## src/ordered_unique_set_store_assert.svh

```systemverilog
// Assertion macros used by the ordered unique set store top level.
// Expects a clock named clk and an active-low reset named arst_n in scope.
`ifndef ORDERED_UNIQUE_SET_STORE_ASSERT_SVH
`define ORDERED_UNIQUE_SET_STORE_ASSERT_SVH

// Checks a property on every rising clock edge outside reset.
`define OUSS_ASSERT(label, prop, msg) \
	label: assert property (@(posedge clk) disable iff (!arst_n) (prop)) \
	else $error(msg);

// Checks that the consequent holds in the cycle after the antecedent.
`define OUSS_ASSERT_NEXT(label, ante, cons, msg) \
	label: assert property (@(posedge clk) disable iff (!arst_n) (ante) |=> (cons)) \
	else $error(msg);

`endif

```

## src/ouss_pkg.sv

```systemverilog
// Package of the ordered unique set store: codes, widths, the request token type
// and the key mask function. Used by ouss_cell and ordered_unique_set_store.
`timescale 1ns / 1ps

package ouss_pkg;

	localparam int KEY_W        = 64;
	localparam int CFG_W        = 4;
	localparam int COUNT_W      = 7;
	localparam int CAPACITY_DEF = 64;
	localparam logic [CFG_W-1:0] ELEM_SIZE_RESET = 4'd4;

	// Operation selector on the input tuser.
	localparam logic OP_ADD    = 1'b0;
	localparam logic OP_REMOVE = 1'b1;

	// Result status codes.
	typedef enum logic [2:0] {
		STAT_ADDED    = 3'd0,
		STAT_PRESENT  = 3'd1,
		STAT_REMOVED  = 3'd2,
		STAT_NOTFOUND = 3'd3,
		STAT_FULL     = 3'd4
	} status_t;

	// Request token that walks down the row of cells, one cell per cycle.
	typedef struct packed {
		logic    act;    // token present
		logic    fin;    // outcome settled, token only travels to the end
		logic    fnd;    // a matching entry was seen in an earlier cell
		logic    op;     // OP_ADD or OP_REMOVE
		status_t status; // outcome once fin is set
	} tok_t;

	// Byte mask of the element: size zero counts as one byte, above eight as eight.
	function automatic logic [KEY_W-1:0] key_mask(input logic [CFG_W-1:0] size);
		logic [CFG_W-1:0] n;
		logic [KEY_W-1:0] m;
		n = (size == '0) ? CFG_W'(1) : size;
		for (int b = 0; b < KEY_W / 8; b++) begin
			m[b*8 +: 8] = (CFG_W'(b) < n) ? 8'hFF : 8'h00;
		end
		return m;
	endfunction

endpackage

```

## src/ouss_cell.sv

```systemverilog
// One storage cell of the ordered unique set store: one entry plus the token stage.
// Depends on ouss_pkg.
`timescale 1ns / 1ps

module ouss_cell import ouss_pkg::*; #(
	parameter int CAPACITY = CAPACITY_DEF,
	parameter int IDX      = 0,
	localparam int CNT_W   = $clog2(CAPACITY + 1)
) (
	input  logic             clk,
	input  logic             arst_n,
	input  logic [CNT_W-1:0] count,     // entries held before this request
	input  logic [KEY_W-1:0] key,       // masked request key
	input  logic [KEY_W-1:0] mask,      // element byte mask
	input  tok_t             tok_in,    // token from the cell before
	output tok_t             tok_out,   // token after this cell has worked on it
	input  logic [KEY_W-1:0] nxt_entry, // entry of the cell after, for closing a gap
	output logic [KEY_W-1:0] entry
);

	localparam bit IS_LAST = (IDX == CAPACITY - 1);

	tok_t             tok_q;
	logic [KEY_W-1:0] entry_q;
	logic             valid;
	logic             hit;
	logic             found;
	logic             wr;
	logic [KEY_W-1:0] wdata;

	assign entry = entry_q;

	// The cell holds a live entry when its place is below the count.
	assign valid = (count > CNT_W'(IDX));
	assign hit   = valid && (((entry_q ^ key) & mask) == '0);
	assign found = tok_q.fnd || hit;

	// Work on the token held in this cell.
	always_comb begin
		tok_out = tok_q;
		wr      = 1'b0;
		wdata   = key;
		if (tok_q.act && !tok_q.fin) begin
			if (!valid) begin
				// First empty place: append on add, end of search on remove.
				tok_out.fin = 1'b1;
				if (tok_q.op == OP_ADD) begin
					wr             = 1'b1;
					tok_out.status = STAT_ADDED;
				end else begin
					tok_out.status = tok_q.fnd ? STAT_REMOVED : STAT_NOTFOUND;
				end
			end else if (tok_q.op == OP_ADD) begin
				if (hit) begin
					tok_out.fin    = 1'b1;
					tok_out.status = STAT_PRESENT;
				end else if (IS_LAST) begin
					tok_out.fin    = 1'b1;
					tok_out.status = STAT_FULL;
				end
			end else begin
				// From the match onward every entry takes its neighbor's value.
				tok_out.fnd = found;
				if (found) begin
					wr    = 1'b1;
					wdata = nxt_entry;
				end
				if (IS_LAST) begin
					tok_out.fin    = 1'b1;
					tok_out.status = found ? STAT_REMOVED : STAT_NOTFOUND;
				end
			end
		end
	end

	// Token stage.
	always_ff @(posedge clk or negedge arst_n) begin
		if (!arst_n) begin
			tok_q <= '0;
		end else begin
			tok_q <= tok_in;
		end
	end

	// Entry storage.
	always_ff @(posedge clk) begin
		if (wr) begin
			entry_q <= wdata;
		end
	end

endmodule

```

## config.mk

```make
export PLATFORM = sky130hd
export DESIGN_NAME = ouss_cell
export DESIGN_NICKNAME = d
export VERILOG_FILES = /design/src/ordered_unique_set_store_assert.svh /design/src/ouss_pkg.sv /design/src/ouss_cell.sv
export SDC_FILE = /design/constraint.sdc
export NUM_CORES = 1
export LEC_CHECK = 0
export ABC_AREA = 0
export BUFFER_PORTS_ARGS = -buffer_cell sky130_fd_sc_hd__buf_2
export CELL_PAD_IN_SITES_DETAIL_PLACEMENT = 0
export CELL_PAD_IN_SITES_GLOBAL_PLACEMENT = 1
export CORE_MARGIN = 2
export CORE_UTILIZATION = 36
export DETAILED_ROUTE_END_ITERATION = 10
export PLACE_DENSITY = 0.93
export SYNTH_ARGS = -nofsm -noshare
export SYNTH_HDL_FRONTEND = slang
export SYNTH_SLANG_ARGS = --single-unit
```

## constraint.sdc

```tcl
create_clock -name clk -period 13.2 [get_ports clk]
set_clock_uncertainty 0.15 [all_clocks]
set_input_delay 0 -clock clk [delete_from_list [all_inputs] [get_ports clk]]
set_output_delay 0 -clock clk [all_outputs]
set_load 0.01 [all_outputs]
```

### After elaboration in Yosys (flattened, before gate mapping)

Index checks and enable logic that the tools add are counted.

* flip-flop bits (word level): 71
* bits of input ports: 208
* output and inout port bits: 71
* word-level logic and storage cells: 35

* magnitude comparators: 1
* multiplexer cells: 21
* bitwise gates (word level): 2
* reduce and logical (&&, ||, !) cells: 5

Operators with widths (number)
* two-way mux 64 bit: 4
* bitwise AND 64 bit: 1
* zero test 64 bit: 1
* XOR 64 bit: 1
* two-way mux 3 bit: 4
* two-way mux 1 bit: 11
* greater-than comparator 7 x 1 -> 1 bit (second input constant): 1
* two-way mux 2 bit: 2
* logical AND 1 bit: 2
* zero test 1 bit: 1
* logical OR 1 bit: 1

### Logic depth before layout (Yosys ltp)

Gate-level depths: netlist (run 1).

* word-level depth: 9
* gate-level depth with buffers: 8
* depth with buffers taken out: 6

### Worst setup path after synthesis (run 1)

OpenSTA, ideal clock, no wires.

* path type: reg2reg
* start point: register entry_q[22] (netlist: entry[22])
* end point: register entry_q[0] (netlist: entry[0]) (enable)
* library setup time: 0.513 ns
* data arrival time: 4.842 ns
* data required time: 12.537 ns
* path slack: 7.694 ns
* cell stages (with the launch flop): 7
* path buffers: 0
* period minus slack after synthesis: 5.506 ns
* cells stage by stage: edfxtp_1 xor2_1 a22oi_1 nand4_1 nor3_1 nand3_1 o221ai_1

* word-level cells in the longest chain between the ends: 9

Ends and longest elaborated chain
* from (decl): line ouss_cell.sv:24 `logic [KEY_W-1:0] entry_q;`
* from (signal assigned): line ouss_cell.sv:88 `entry_q <= wdata;`
* XOR 64 bit: line ouss_cell.sv:35 `assign hit = valid && (((entry_q ^ key) & mask) == '0);`
* bitwise AND 64 bit: line ouss_cell.sv:35
* zero test 64 bit: line ouss_cell.sv:35
* logical AND 1 bit: line ouss_cell.sv:35
* logical OR 1 bit: line ouss_cell.sv:36 `assign found = tok_q.fnd || hit;`
* two-way mux 1 bit: line ouss_cell.sv:64 `if (found) begin`
* two-way mux 1 bit: line ouss_cell.sv:53 `end else if (tok_q.op == OP_ADD) begin`
* two-way mux 1 bit: line ouss_cell.sv:44 `if (!valid) begin`
* two-way mux 1 bit: line ouss_cell.sv:43 `if (tok_q.act && !tok_q.fin) begin`
* net wr: line ouss_cell.sv:28 `logic wr;`

The timed path passes the listed nets, and every way through them passes these cells.
A chain may end at the register's enable or synchronous reset.

### Final worst setup path (run 1)

* start point: register entry_q[16] (netlist: entry[16])
* end point: register entry_q[2] (netlist: entry[2]) (data pin)

* word-level cells in the longest chain between the ends: 9

Ends and longest elaborated chain
* XOR 64 bit: line ouss_cell.sv:35
* bitwise AND 64 bit: line ouss_cell.sv:35
* zero test 64 bit: line ouss_cell.sv:35
* logical AND 1 bit: line ouss_cell.sv:35
* logical OR 1 bit: line ouss_cell.sv:36
* two-way mux 64 bit: line ouss_cell.sv:64
* two-way mux 64 bit: line ouss_cell.sv:53
* two-way mux 64 bit: line ouss_cell.sv:44
* two-way mux 64 bit: line ouss_cell.sv:43
* net wdata[2]: line ouss_cell.sv:29 `logic [KEY_W-1:0] wdata;`

The timed path passes the listed nets, and every way through them passes these cells.

==> impl_metrics.py, run 1 <==
metrics = {
    "worst_hold_path": {
        "hp-class": "input port to flip-flop",
        "hold_depth": 2,
        "min_from": "tok_in[1]",
    },
    "pwr": {
        "power_frac_comb_pct": 24.2,
        "internal_power_uw": 471,
        "peakVddDrop_mv": 0.0691,
        "p_sw_share_pct": 26.1,
        "clkPwrFrac_pct": 35.7,
        "power.leakage_nw": 3.77,
        "powerDensity_nw_per_um2": 78.1,
        "sequentialPowerShare_pct": 40.1,
        "p_sw_uw": 166,
    },
    "critical_path": {
        "critPathCaptureType": "flip-flop",
        "r2r_setup_slack_ps": 8990,
        "crit_required_ps": 13130,
        "worstSetupStartpoint": "entry[16]",
        "ff2ff_path_depth": 8,
        "critPathMaxStageDelay_ps": 680,
        "crit_path_start_kind": "flip-flop",
        "path_max_fanout": 39,
        "crit_slowest_cell": "and4_4",
        "crit_type": "flip-flop to flip-flop",
        "path_cells": "xor2_1 > a22oi_1 > nand4_1 > nor3_1 > and4_4 > buf_4 > o32ai_1 > dlygate4sd3_1",
        "arrival_ps": 4140,
        "r2r_start": "entry[16]",
    },
    "yosys": {
        "ys_async_sr_fraction_pct": 9.86,
        "ys_warn_count": 0,
        "synth_fp_nets": 656,
        "netlist_instances": 448,
        "synth_ff_type": "edfxtp_1",
        "synthDominantCellAreaShare_pct": 38.0,
        "synth.area.top_cells": "edfxtp_1 (38%), o32ai_2 (19%), xor2_1 (11%)",
        "synth_common_cells": "nand2_1 (71), inv_1 (67), edfxtp_1 (64), xor2_1 (64), o32ai_2 (58)",
        "synth_seq_cells": 71,
        "yosysSeqAreaShare_pct": 41.5,
        "yosysMostFrequentCell": "nand2_1",
        "synth_edf_count": 64,
        "synth_area_leader_cell": "edfxtp_1",
        "yosysUniqueCellTypes": 36,
        "synth_area_sq_um": 5060,
        "postSynthAreaPerCell_sq_um": 11.3,
    },
    "clocking": {
        "cts_setup_buffers": 0,
        "insertion_delay_ps": 340,
        "cts_tree": "done",
        "cts-buffers-inserted": 9,
        "clockBufferDepth": 2,
        "cts_num_sinks": 71,
        "cts_root_buf": "clkbuf_16",
        "clkTransAtPathRegs_ps": 60,
        "h-tree-depth": 3,
    },
    "run_status": {
        "outcome": "complete, no violations",
    },
    "place": {
        "dp_cells": 883,
        "portBuffers": 278,
        "hpwl_um": 13300,
        "gp_congestion": 0.813,
        "place_area_sq_um": 6520,
        "place_ws_ps": 9100,
    },
    "die": {
        "io_pins": 279,
        "core_sq_um": 13800,
        "start_util_pct": 36.7,
        "fp.dieArea_sq_um": 15000,
        "die_w_um": 123,
        "die_h_um": 123,
        "fp-row-count": 43,
    },
    "global_route": {
        "grt_start_max_net_pins": 66,
        "grt_use_total_pct": 25.3,
        "grt_pass1_wl_um": 28400,
        "antenna_found_initial": 1,
        "grt_pass1_vias": 5448,
        "grt_overflow": 0,
    },
    "cells_and_area": {
        "nets": 1059,
        "stdcell_count": 1036,
        "fin_area_sq_um": 8160,
        "drive_above_1_share_pct": 42.6,
        "diodes": 0,
        "synthToLayoutAreaGrowth_pct": 61.4,
    },
    "run": {
        "cap_violations": 0,
    },
    "route": {
        "postRouteWirelength_um": 19200,
        "drt_pass1_iterations": 5,
        "route.detailed.drc": 0,
        "drt_iter0_drc": 325,
        "vias_per_cell": 5.13,
        "vias": 5315,
        "wl_per_cell_um": 18.5,
        "ant_nets": 0,
    },
    "sta": {
        "rsz0062_at_grt": "false",
        "period_share_pct": 31.9,
        "tightest_slew_ps": 1150,
        "min_period_ps": 4210,
        "fin_hold_ws_ps": 158,
        "drv_slew": 0,
        "setup_slack_ps": 8990,
        "slew_headroom_pct": 23.7,
        "max_freq_mhz": 238,
        "tns_ps": 0,
        "hold_violations": 0,
        "setup_viol": 0,
    },
}
## metrics by stage
step	total power [mW]	utilization, %
2_1_floorplan	0.320	-
3_3_place_gp	0.375	47.3
3_5_place_dp	0.377	47.3
4_1_cts	0.639	59.2
5_1_grt	0.665	59.2
6_report	0.638	59.2
## power by group through the flow
stage	clock [mW]	sequential (mW)	combinational [mW]
finish	0.228	0.256	0.154
global route	0.242	0.256	0.167
CTS	0.231	0.256	0.152
detailed placement	0	0.260	0.116
global placement	0	0.260	0.115
floorplan	0	0.262	0.0582
## state kept, by name, summed over array words and instances, names as in the netlist
register  flops
tok_q         5
entry        64
tok_out       2
## logic make-up (layout without fill, tap and decap cells)
group	Yosys count	after routing	share of synthesized area [%]
buffers and inverters	96	504	9.60
AO/OA/AOI/OAI	118	118	29.2
AND/OR/NAND/NOR	99	99	8.66
flip-flops	71	71	41.5
XOR/XNOR	64	64	11.1
## placed cells by master, fill, tap and decap left out, types with 2 or more instances in the layout
cell type / synthesis / routed
edfxtp_1: 64 / 64
nand3_1: 3 / 2
nor4_1: 2 / 2
clkbuf_16: 0 / 9
nor3_1: 2 / 2
xor2_1: 64 / 64
o31ai_1: 2 / 2
o32ai_2: 58 / 58
nor2_1: 4 / 4
buf_4: 7 / 6
buf_2: 1 / 278
nand2_1: 71 / 70
clkbuf_8: 0 / 2
dfrtp_1: 7 / 7
inv_1: 67 / 67
nand4_1: 11 / 11
a21oi_1: 3 / 3
o32ai_4: 2 / 2
clkbuf_1: 5 / 4
a22oi_1: 41 / 41
dlygate4sd3_1: 0 / 137
o32ai_1: 4 / 4
## worst paths after layout
kind / to
worst min register to register: entry[61]
max in group asynchronous: tok_q[5]
worst min-delay path: tok_q[1]
worst max-delay path: entry[2]
min in group asynchronous: tok_q[1]
worst max register to register: entry[2]
## what timing repair did
action / 4_1_cts / 5_1_grt
gates resized for setup: 0 / 0
endpoints found under the hold margin: 78 / 0
setup endpoints to repair: 0 / 0
hold buffers: 137 / 0
## critical path: cells and delay by family (launching register included)
kind	cells	cell delay, ps
buffers and inverters	2	1250
xor gates and xnor gates	1	250
DFF	1	420
AOI/OAI and AO/OA	2	490
and+or+nand+nor	3	1320
## per-layer routing
layer,track usage [%],share of wire (%),vias up
met2,44.9,51,259
met4,10.2,3.0,2
met5,0,0.062,-
met3,6.55,8.1,38
met1,28.9,38,2549
li1,-,-,2467
## area by class of cell
type	instances	area, sq um
Clock buffer	15	268
Timing Repair Buffer	421	2810
Multi-Input combinational cell	281	2510
Tap cell	180	225
Clock inverter	1	5.00
Fill cell	1150	5610
Sequential cell	71	2100
Inverter	67	251
No activity file was read; power rests on OpenSTA's default activity.
==> run 2, diff against run 1 <==
Settings changed: CORE_UTILIZATION 36 to 33, PLACE_DENSITY 0.93 to 0.87.
Clock period 13.2 ns to 4.4 ns, I/O delays scaled along.
==> impl_metrics.py, run 2 (synthesis gave the netlist of run 1 again) <==
metrics = {
    "cells_and_area": {
        "fin_area_sq_um": 8190,
        "mostFrequentLayoutCells": "buf_2 (278), dlygate4sd3_1 (137), nand2_1 (70)",
        "drive_above_1_share_pct": 42.7,
        "final_common_cell": "buf_2",
        "fillCellCount": 1312,
        "largest_reg_flops": 64,
        "diodes": 0,
        "synthToLayoutAreaGrowth_pct": 62.0,
        "nets": 1063,
    },
    "sta": {
        "tightest_slew_ps": 864,
        "slew_headroom_pct": 42.4,
        "setup_viol": 0,
        "drv_slew": 0,
        "hold_violations": 0,
        "period_share_pct": 88.1,
        "min_period_ps": 3880,
        "tns_ps": 0,
        "max_freq_mhz": 258,
        "rsz0062_at_grt": "false",
    },
    "route": {
        "vias": 5295,
        "route.detailed.drc": 0,
        "drt_iter0_drc": 314,
        "postRouteWirelength_um": 19500,
        "wl_per_cell_um": 18.6,
        "ant_nets": 0,
        "vias_per_cell": 5.06,
        "drt_pass1_iterations": 5,
    },
    "critical_path": {
        "critPathCaptureType": "flip-flop",
        "path_max_fanout": 34,
        "critPathMaxStageDelay_ps": 740,
        "crit_type": "flip-flop to flip-flop",
        "r2r-end": "entry[22]",
        "crit_buf_inv": 2,
        "path_cells": "xor2_1 > a22oi_1 > nand4_1 > nor4_1 > and4_4 > buf_4 > o32ai_2 > dlygate4sd3_1",
        "crit_path_start_kind": "flip-flop",
        "crit_slowest_cell": "and4_4",
        "ff2ff_path_depth": 8,
        "arrival_ps": 3810,
        "crit_required_ps": 4330,
        "r2r_start": "entry[53]",
        "critPathTopFamily": "simple AND/OR/NAND/NOR gates",
        "r2r_setup_slack_ps": 520,
    },
    "global_route": {
        "grt_pass1_wl_um": 29000,
        "grt_start_max_net_pins": 48,
        "grt_overflow": 0,
        "grt_use_total_pct": 23.5,
        "grt_pass1_vias": 5441,
        "antenna_found_initial": 1,
    },
    "die": {
        "fp.dieArea_sq_um": 16300,
        "io_pins": 279,
        "die_h_um": 128,
        "die_w_um": 128,
        "core_sq_um": 15100,
        "start_util_pct": 33.5,
        "fp-row-count": 45,
    },
    "run": {
        "cap_violations": 0,
    },
    "run_status": {
        "outcome": "complete, no violations",
    },
    "pwr": {
        "power.leakage_nw": 3.79,
        "powerDensity_nw_per_um2": 230,
        "peakVddDrop_mv": 0.156,
    },
    "clocking": {
        "cts_root_buf": "clkbuf_16",
        "post_cts_resized": 0,
        "insertion_delay_ps": 340,
        "cts-buffers-inserted": 9,
        "clkTransAtPathRegs_ps": 60,
        "h-tree-depth": 3,
        "clockBufferDepth": 2,
        "cts_tree": "done",
        "cts_num_sinks": 71,
    },
    "place": {
        "hpwl_um": 13900,
        "place_area_sq_um": 6570,
        "portBuffers": 278,
        "gp_congestion": 0.823,
    },
    "worst_hold_path": {
        "min_from": "tok_in[2]",
        "hold_depth": 2,
        "worst_hold_path.endpoint": "tok_q[2]",
        "hp-class": "input port to flip-flop",
    },
}
run 2: changes by cell type in the layout (fill, tap and decap cells not counted):
cell      previous run  this run
buf_12               0         1
buf_4                6         9
clkbuf_8             2         0
clkinv_1             0         1
run 2: worst max-delay path by stage:
stage / slack, ps / start / to / cells after the start
final: 520 / entry[53] / entry[22] / 8
after global routing: 350 / entry[53] / entry[5] / 8
after CTS: 500 / entry[22] / entry[5] / 8
after detailed placement: 1060 / entry[22] / entry[5] / 7
after global placement: 1080 / entry[22] / entry[10] / 7
after floorplan: 390 / entry[22] / entry[0] / 6
run 2: layout make-up:
cell class                 count  area [sq um]  area share, %
timing repair buffer         425          2850           34.8
inverter                      67           251           3.07
sequential                    71          2100           25.6
clock buffer                  13           240           2.93
clock inverter                 2          8.76          0.107
tap                          188           235           2.87
multi-input combinational    281          2510           30.6
run 2: through the flow:
step	total power [mW]	cells	util (%)	hold slack [ps]	setup slack, ps
floorplan	0.960	448	-	-446	388
global placement	1.13	895	43.5	-316	1080
detailed placement	1.13	895	43.5	-311	1060
CTS	1.89	1047	54.3	138	498
global route	1.96	1047	54.3	159	349
finish	1.88	1047	54.3	163	522
run 2: metal layers:
layer	track usage [%]	routed length [um]
met1	29.0	8040
met5	0	7
met4	9.44	566
met2	39.9	9450
met3	5.43	1410
run 2: worst reg2reg max path: cells and delay by family (launching register included):
family                    cells  cell delay, ps
AOI/OAI and AO/OA             2             530
xor gates and xnor gates      1             180
buffers and inverters         2             990
DFF                           1             390
and+or+nand+nor               3            1380
run 2: where the power goes:
| group | total, mW | switching, mW | leakage (nW) | internal (mW) |
|---|---|---|---|---|
| sequential | 0.767 | 0.0104 | 0.664 | 0.757 |
| clock | 0.649 | 0.273 | 0.121 | 0.376 |
| combinational | 0.464 | 0.218 | 3.00 | 0.246 |
run 2: what timing repair did:
action	4_1_cts	5_1_grt
setup endpoints to repair	0	0
buffers inserted	0	0
hold buffers	137	0
endpoints found under the hold margin	78	0
